[config.mk]
export PLATFORM = sky130hd
export DESIGN_NAME = cai_div_cell
export DESIGN_NICKNAME = d
export VERILOG_FILES = /design/src/cai_pkg.sv /design/src/cai_div_cell.sv
export SDC_FILE = /design/constraint.sdc
export NUM_CORES = 1
export LEC_CHECK = 0
export ABC_CLOCK_PERIOD_IN_PS = 9090
export BUFFER_PORTS_ARGS = -buffer_cell sky130_fd_sc_hd__buf_4
export CORE_AREA = 2 2 207 209
export DETAILED_ROUTE_END_ITERATION = 10
export DIE_AREA = 0 0 209 211
export MAX_ROUTING_LAYER = met4
export PLACE_DENSITY = 0.59
export SYNTH_ARGS = -nofsm -noshare
export SYNTH_HDL_FRONTEND = slang
export SYNTH_SLANG_ARGS = --single-unit
[constraint.sdc]
create_clock -name clock -period 9.09 [get_ports clock]
set_input_delay 0.909 -clock clock [delete_from_list [all_inputs] [get_ports clock]]
set_output_delay 0.909 -clock clock [all_outputs]
set_load 0.01 [all_outputs]
[src/cai_pkg.sv]
// Shared types and codes for the checked 64-bit integer ALU.
// No dependencies; used by every module of the block.
`timescale 1ns / 1ps

package cai_pkg;

   localparam int unsigned DATA_W  = 64;
   localparam int unsigned DIV_LEN = DATA_W;

   // operation codes
   localparam logic [2:0] OP_ADD = 3'd0;
   localparam logic [2:0] OP_SUB = 3'd1;
   localparam logic [2:0] OP_MUL = 3'd2;
   localparam logic [2:0] OP_DIV = 3'd3;
   localparam logic [2:0] OP_REM = 3'd4;

   // status codes
   localparam logic [1:0] ST_OK    = 2'd0;
   localparam logic [1:0] ST_DOM   = 2'd1;
   localparam logic [1:0] ST_RANGE = 2'd2;

   localparam logic [DATA_W-1:0] MOST_NEG  = {1'b1, {(DATA_W-1){1'b0}}};
   localparam logic [DATA_W-1:0] MOST_POS  = {1'b0, {(DATA_W-1){1'b1}}};
   localparam logic [DATA_W-1:0] MINUS_ONE = {DATA_W{1'b1}};

   // what the tail of the chain does with a beat
   typedef enum logic [1:0] {
      KIND_PASS,
      KIND_DIV,
      KIND_REM
   } kind_type;

   // one beat as it travels down the divider chain
   typedef struct packed {
      logic              valid;
      kind_type          kind;
      logic              neg_q;
      logic              neg_r;
      logic [DATA_W-1:0] rem;
      logic [DATA_W-1:0] quo;
      logic [DATA_W-1:0] dvs;
      logic [DATA_W-1:0] res;
      logic [1:0]        status;
   } cell_type;

endpackage

[src/cai_div_cell.sv]
// One restoring-division step: shifts one dividend bit into the partial
// remainder and emits one quotient bit, then registers the beat. Depends on cai_pkg.
`timescale 1ns / 1ps

module cai_div_cell (
   input  logic              clock,
   input  logic              reset,
   input  cai_pkg::cell_type in_cell,
   output cai_pkg::cell_type out_cell
);
   import cai_pkg::*;

   cell_type          cell_ff, cell_in;
   logic [DATA_W:0]   shifted, diff;
   logic              fits;

   // trial subtract
   always_comb begin
      shifted = {in_cell.rem, in_cell.quo[DATA_W-1]};
      diff    = shifted - {1'b0, in_cell.dvs};
      fits    = !diff[DATA_W];
      cell_in     = in_cell;
      cell_in.rem = fits ? diff[DATA_W-1:0] : shifted[DATA_W-1:0];
      cell_in.quo = {in_cell.quo[DATA_W-2:0], fits};
   end

   always_ff @(posedge clock) begin
      if (reset) cell_ff.valid <= 1'b0;
      else cell_ff.valid <= cell_in.valid;
   end

   always_ff @(posedge clock) begin
      cell_ff.kind   <= cell_in.kind;
      cell_ff.neg_q  <= cell_in.neg_q;
      cell_ff.neg_r  <= cell_in.neg_r;
      cell_ff.rem    <= cell_in.rem;
      cell_ff.quo    <= cell_in.quo;
      cell_ff.dvs    <= cell_in.dvs;
      cell_ff.res    <= cell_in.res;
      cell_ff.status <= cell_in.status;
   end

   assign out_cell = cell_ff;

endmodule
==> impl_metrics.ini, run 1 <==
[status]
status = completed

[grt]
antenna_found_initial = 4
grt_max_degree = 33
grt_pass1_vias = 9429
grt_pass1_wl_mm = 57.0
grt_usage_pct = 17.4
grt_overflow = 0

[routing]
postRouteAntennaNets = 0
drt_wl_total_mm = 39.6
route.detailed.drc = 0
drt-initial-drc-count = 432
drt_first_pass_iters = 5
via_per_inst = 4.42
via_count = 9278
wire_per_inst_microns = 18.9

[finish]
layout-drive-gt1-share_pct = 38.7
finalNetCount = 1864
fill_cells = 4202
fin_area_sq_mm = 0.0159
area_growth_syn_to_layout_pct = 54.6
largest_register_ffs = 263
final_core_utilization_pct = 38.2
final_cell_count_no_fill = 2100
regArea_sq_mm = 0.00527
multi_input_area_sq_mm = 0.00459

[timing]
max_freq_ghz = 0.217
post-route-min-period_ns = 4.61
final_max_slew_viol_count = 0
fin_setup_tns_ns = 0
grt_setup_unrepaired = no
worst-slew-pin-transition_ns = 0.922
finalCritPeriodShare_pct = 50.8
maxSlewHeadroom_pct = 37.8
setup_viol = 0
hold_viol_final = 0

[cts]
root_buffer = clkbuf_16
clock_sinks = 263
postCtsResizedCells = 0
postCtsSetupBuffers = 0
cts_buffer_depth = 3
tritoncts = yes
path_clk_slew_ns = 0.06
cts_buffers = 30
h-tree-depth = 1
postCtsHoldBufs = 0

[setup_path]
cp_data_arrival_time_ns = 5.06
worstSetupStartpointType = input pin
crit_path_end_kind = register
crit_required_ns = 9.54
crit_path_max_fanout = 32
path_class = input pin to register

[synth]
synth.distinct_cells = 71
yosys.area_share.simple_pct = 9.82
synth-seq-area-share_pct = 51.1
yosys_warnings = 0
synth-edff-count = 0
synth_compound_area_share_pct = 15.0
ys_ff_latch = 263
synthAdderAreaFrac_pct = 7.96
async_reset_ff_share_pct = 0
syn_avg_cell_area_sq_um = 10.2
synth_fp_nets = 1336
synthXorXnorAreaFrac_pct = 4.84
syn-cell-area_sq_mm = 0.0103
synth_top_family_by_area = compound AO/OA/AOI/OAI gates
synth_mux_area_share_pct = 6.84
ys.flop_type = dfxtp_1
syn_inst = 1006

[placed_design]
dp_hpwl_mm = 32.8
dpl-instance-area_sq_mm = 0.0148
gp_congestion = 0.847
dp_cells = 2041
port_buffers = 527

[flow_run]
drv_cap = 0

[die]
start_util_pct = 24.7
die_width_microns = 209
die-area_sq_mm = 0.0441
die_h_microns = 211
coreArea_sq_mm = 0.0418
pin_count = 528
num_rows = 75

[pwr]
worst_ir_drop_vdd_mv = 0.138
combPwrFrac_pct = 22.7
p_sw_share_pct = 27.1
p_per_area_mw_per_mm2 = 214
pwr-share-seq_pct = 38.3
clockPowerShare_pct = 39.0
power.switching_mw = 0.924
power.internal_mw = 2.48
p_leak_nw = 7.71

[worst_hold_path]
hp-class = input pin to register
==> routing by layer <==
layer	up-vias	track usage, %	wire [microns]
met5	-	-	0
met1	4327	19.4	15900
met2	352	31.1	20300
met3	41	4.89	2840
met4	0	3.62	561
li1	4558	-	-
==> power by group through the flow <==
stage	Combinational, mW	Clock [mW]	Sequential (mW)
3_5_place_dp	0.782	0	1.33
5_1_grt	0.837	1.41	1.32
3_3_place_gp	0.779	0	1.33
4_1_cts	0.787	1.37	1.31
2_1_floorplan	0.323	0	1.39
6_report	0.773	1.33	1.31
==> path summary, 6_finish.rpt <==
path,cells after the start,from,end
worst max-delay path,14,in_cell[93],out_cell[220]$_DFF_P_
worst min-delay path,1,in_cell[147],out_cell[148]$_DFF_P_
==> cells by family (layout without fill, tap and decap cells) <==
logic type                 count (synthesis)  in the layout
buffers and inverters                    121            672
and+or+nand+nor                          201            201
xor gates and xnor gates                  57             57
adders and majority gates                 65             65
other                                      0              4
muxes                                     63             63
AOI/OAI and AO/OA                        236            236
DFF                                      263            263
==> cell usage after synthesis, types with 5 or more instances <==
cell      number  area [sq um]
o21ai_0       19          95.1
o31ai_1        5          37.5
a31oi_1        8          50.1
o21bai_1      15           113
and2_1         5          31.3
inv_1         87           327
nand2b_1       8          50.1
dfxtp_1      263          5270
mux2_2         8          90.1
nand4_1       22           138
a21o_1        32           240
nand2_1       62           233
a21oi_1       78           390
a311oi_1       5          43.8
mux2i_1        6          60.1
and3_1         9          56.3
mux2_1        48           541
nor3_1         8          40.0
o21ai_1       17          85.1
nand3_1       10          50.1
a211oi_1       5          37.5
buf_2          6          30.0
xor2_1        23           201
xnor2_1       34           298
o21a_1         6          45.0
clkbuf_1      26          97.6
ha_1          64           801
nor2_1        42           158
nor2b_1       12          75.1
==> critical path, cell delays in order <==
cell and delay [ns]:
buf_4 0.08, inv_1 0.03, ha_1 0.48, nand4_1 0.23
nor4b_2 0.48, nand4_1 0.15, o22a_1 0.23, a21oi_1 0.26
o21ai_1 0.14, and2_1 0.23, o211a_2 0.34, inv_2 0.52
buf_4 0.54, mux2_1 0.38
==> layout make-up <==
type                            count  area share (%)
Sequential cell                   263            33.0
Multi-Input combinational cell    622            28.8
Timing Repair Buffer              529            24.9
Clock buffer                       37            5.26
Tap cell                          539            4.23
Inverter                           88            2.07
Clock inverter                     18            1.63
Antenna cell                        4          0.0628
==> cells in the final DEF (no fill, tap or decap), types with 5 or more instances in the layout <==
cell type	netlist	routed
nor2_1	42	42
o21ai_1	17	17
o31ai_1	5	5
clkinv_2	0	6
a31oi_1	8	8
mux2_1	48	48
nand2_1	62	62
and2_1	5	5
and3_1	9	9
a21o_1	32	32
xor2_1	23	23
nor3_1	8	8
mux2_2	8	8
dfxtp_1	263	263
xnor2_1	34	34
a21oi_1	78	78
a211oi_1	5	5
ha_1	64	64
nor2b_1	12	12
nand3_1	10	10
o21a_1	6	6
bufinv_16	0	6
nand2b_1	8	8
o21bai_1	15	15
clkbuf_16	0	31
inv_1	87	87
a311oi_1	5	5
mux2i_1	6	6
nand4_1	22	22
o21ai_0	19	19
buf_4	1	529
==> stage by stage <==
step	setup WS [ns]	hold slack, ns	power, mW
after floorplan	5.29	0.937	1.71
after global placement	3.94	1.01	2.11
after detailed placement	3.76	1.01	2.11
after CTS	4.36	0.400	3.46
after global routing	4.15	0.402	3.57
final	4.48	0.439	3.41
Power figures use the tool's default switching activity.
==> run 2: changes to the inputs <==
--- a/config.mk
+++ b/config.mk
@@ -5,7 +5,7 @@
 export SDC_FILE = /design/constraint.sdc
 export NUM_CORES = 1
 export LEC_CHECK = 0
-export ABC_CLOCK_PERIOD_IN_PS = 9090
+export ABC_CLOCK_PERIOD_IN_PS = 4800
 export BUFFER_PORTS_ARGS = -buffer_cell sky130_fd_sc_hd__buf_4
 export CORE_AREA = 2 2 207 209
 export DETAILED_ROUTE_END_ITERATION = 10
==> constraint.sdc (replaced) <==
create_clock -name clock -period 4.8 [get_ports clock]
set_input_delay 0.48 -clock clock [delete_from_list [all_inputs] [get_ports clock]]
set_output_delay 0.48 -clock clock [all_outputs]
set_load 0.01 [all_outputs]
==> impl_metrics.ini, run 2 (same netlist as run 1, synthesis figures left out) <==
[status]
status = completed

[worst_hold_path]
holdPathStages = 1
hp-class = input pin to register
holdCritStartpoint = in_cell[103]
hold_path_end = out_cell[103]$_DFF_P_

[die]
pin_count = 528
die-area_sq_mm = 0.0441
die_h_microns = 211
num_rows = 75
start_util_pct = 24.7
die_width_microns = 209
coreArea_sq_mm = 0.0418

[pwr]
p_leak_nw = 8.50
p_per_area_mw_per_mm2 = 367
worst_ir_drop_vdd_mv = 0.232

[placed_design]
dp_slack_ns = 0.629
gp_congestion = 0.834
port_buffers = 527
dp_hpwl_mm = 33.0

[routing]
drt-initial-drc-count = 364
via_count = 10069
drt_wl_total_mm = 42.4
wire_per_inst_microns = 18.5
route.detailed.drc = 0
drt_first_pass_iters = 5
postRouteAntennaNets = 0
via_per_inst = 4.39

[finish]
layout-drive-gt1-share_pct = 34.4
final_common_cell = buf_4
final_core_utilization_pct = 42.7
largest_register_ffs = 263
final_cell_mix = buf_4, dfxtp_1, dlygate4sd3_1
area_growth_syn_to_layout_pct = 72.8
finalNetCount = 2056

[timing]
layout_setup_ws_ns = 0.740
hold_viol_final = 0
setup_viol = 0
fin_setup_tns_ns = 0
grt_setup_unrepaired = no
max_freq_ghz = 0.246
worst-slew-pin-transition_ns = 0.675
maxSlewHeadroom_pct = 54.7
whs_ns = 0.0398
final_max_slew_viol_count = 0
post-route-min-period_ns = 4.06
finalCritPeriodShare_pct = 84.6

[cts]
tritoncts = yes
path_clk_slew_ns = 0.06
cts_buffer_depth = 3
cts_buffers = 31
postCtsResizedCells = 0
h-tree-depth = 1
clock_sinks = 263
root_buffer = clkbuf_16

[flow_run]
drv_cap = 0

[grt]
grt_overflow = 0
grt_pass1_vias = 10539
grt_max_degree = 33
antenna_found_initial = 6
grt_usage_pct = 19.0
grt_pass1_wl_mm = 62.3

[setup_path]
crit_start = in_cell[93]
worstSetupStartpointType = input pin
crit_required_ns = 5.25
cp_data_arrival_time_ns = 4.51
crit_path_max_fanout = 32
crit_path_end_kind = register
path_class = input pin to register
==> run 2: cell count changes in the layout (fill, tap and decap cells not counted), sizes merged, moves of 2 or more <==
cell,delta
buf,+2
bufinv,-3
clkbuf,+8
clkinv,-3
diode,+2
dlygate4sd3,+189
==> run 2: critical path: stages <==
cell           delay [ns]
dlygate4sd3_1        0.53
buf_4                0.11
inv_1                0.04
ha_1                 0.47
nand4_1              0.22
nor4b_2              0.46
nand4_1              0.14
o22a_1               0.23
a21oi_1              0.25
o21ai_1              0.14
and2_1               0.23
o211a_2              0.34
inv_2                0.07
buf_4                0.38
mux2_1               0.38
==> run 2: repair_timing <==
action / 4_1_cts / 5_1_grt
hold buffers: 189 / 0
buffers inserted: 0 / 0
hold endpoints to repair: 189 / 0
==> run 2: final cells by class <==
cell class	instances	area (sq um)
well taps	539	674
multi-input cells	622	4580
repair buffers	720	5880
fillers	3915	23900
clock buffers	45	928
flip-flops and latches	263	5270
clock inverters	10	149
inverters	88	330
diodes	6	15.0
==> run 2: through the flow <==
step                      cell area [sq um]  power, mW  cells
after floorplan                       10300       3.24   1006
after global placement                14800       4.00   2043
after detailed placement              14800       4.00   2043
after CTS                             17800       6.63   2287
after global routing                  17800       6.84   2293
final                                 17800       6.53   2293
==> run 2: worst max-delay path by stage <==
stage	endpoint	slack [ns]	cells past startpoint
3_3_place_gp	out_cell[226]$_DFF_P_	0.69	14
5_1_grt	out_cell[218]$_DFF_P_	0.46	15
4_1_cts	out_cell[215]$_DFF_P_	0.68	15
3_5_place_dp	out_cell[218]$_DFF_P_	0.63	14
6_report	out_cell[215]$_DFF_P_	0.74	15
2_1_floorplan	out_cell[253]$_DFF_P_	1.43	10
==> run 2: layer usage <==
metal,routed length (microns),track usage (%),vias to the layer above,part of all wire [%]
met3,2720,4.82,81,6.4
met1,16700,20.8,4667,39
li1,-,-,4956,-
met5,0,-,-,0
met2,21200,33.1,365,50
met4,1820,7.56,0,4.3
==> run 2: power by group <==
group	switching, mW	internal (mW)	leakage, nW
Sequential	0.0705	2.41	2.22
Combinational	0.769	0.832	5.75
Clock	0.956	1.50	0.527
Total	1.80	4.74	8.50
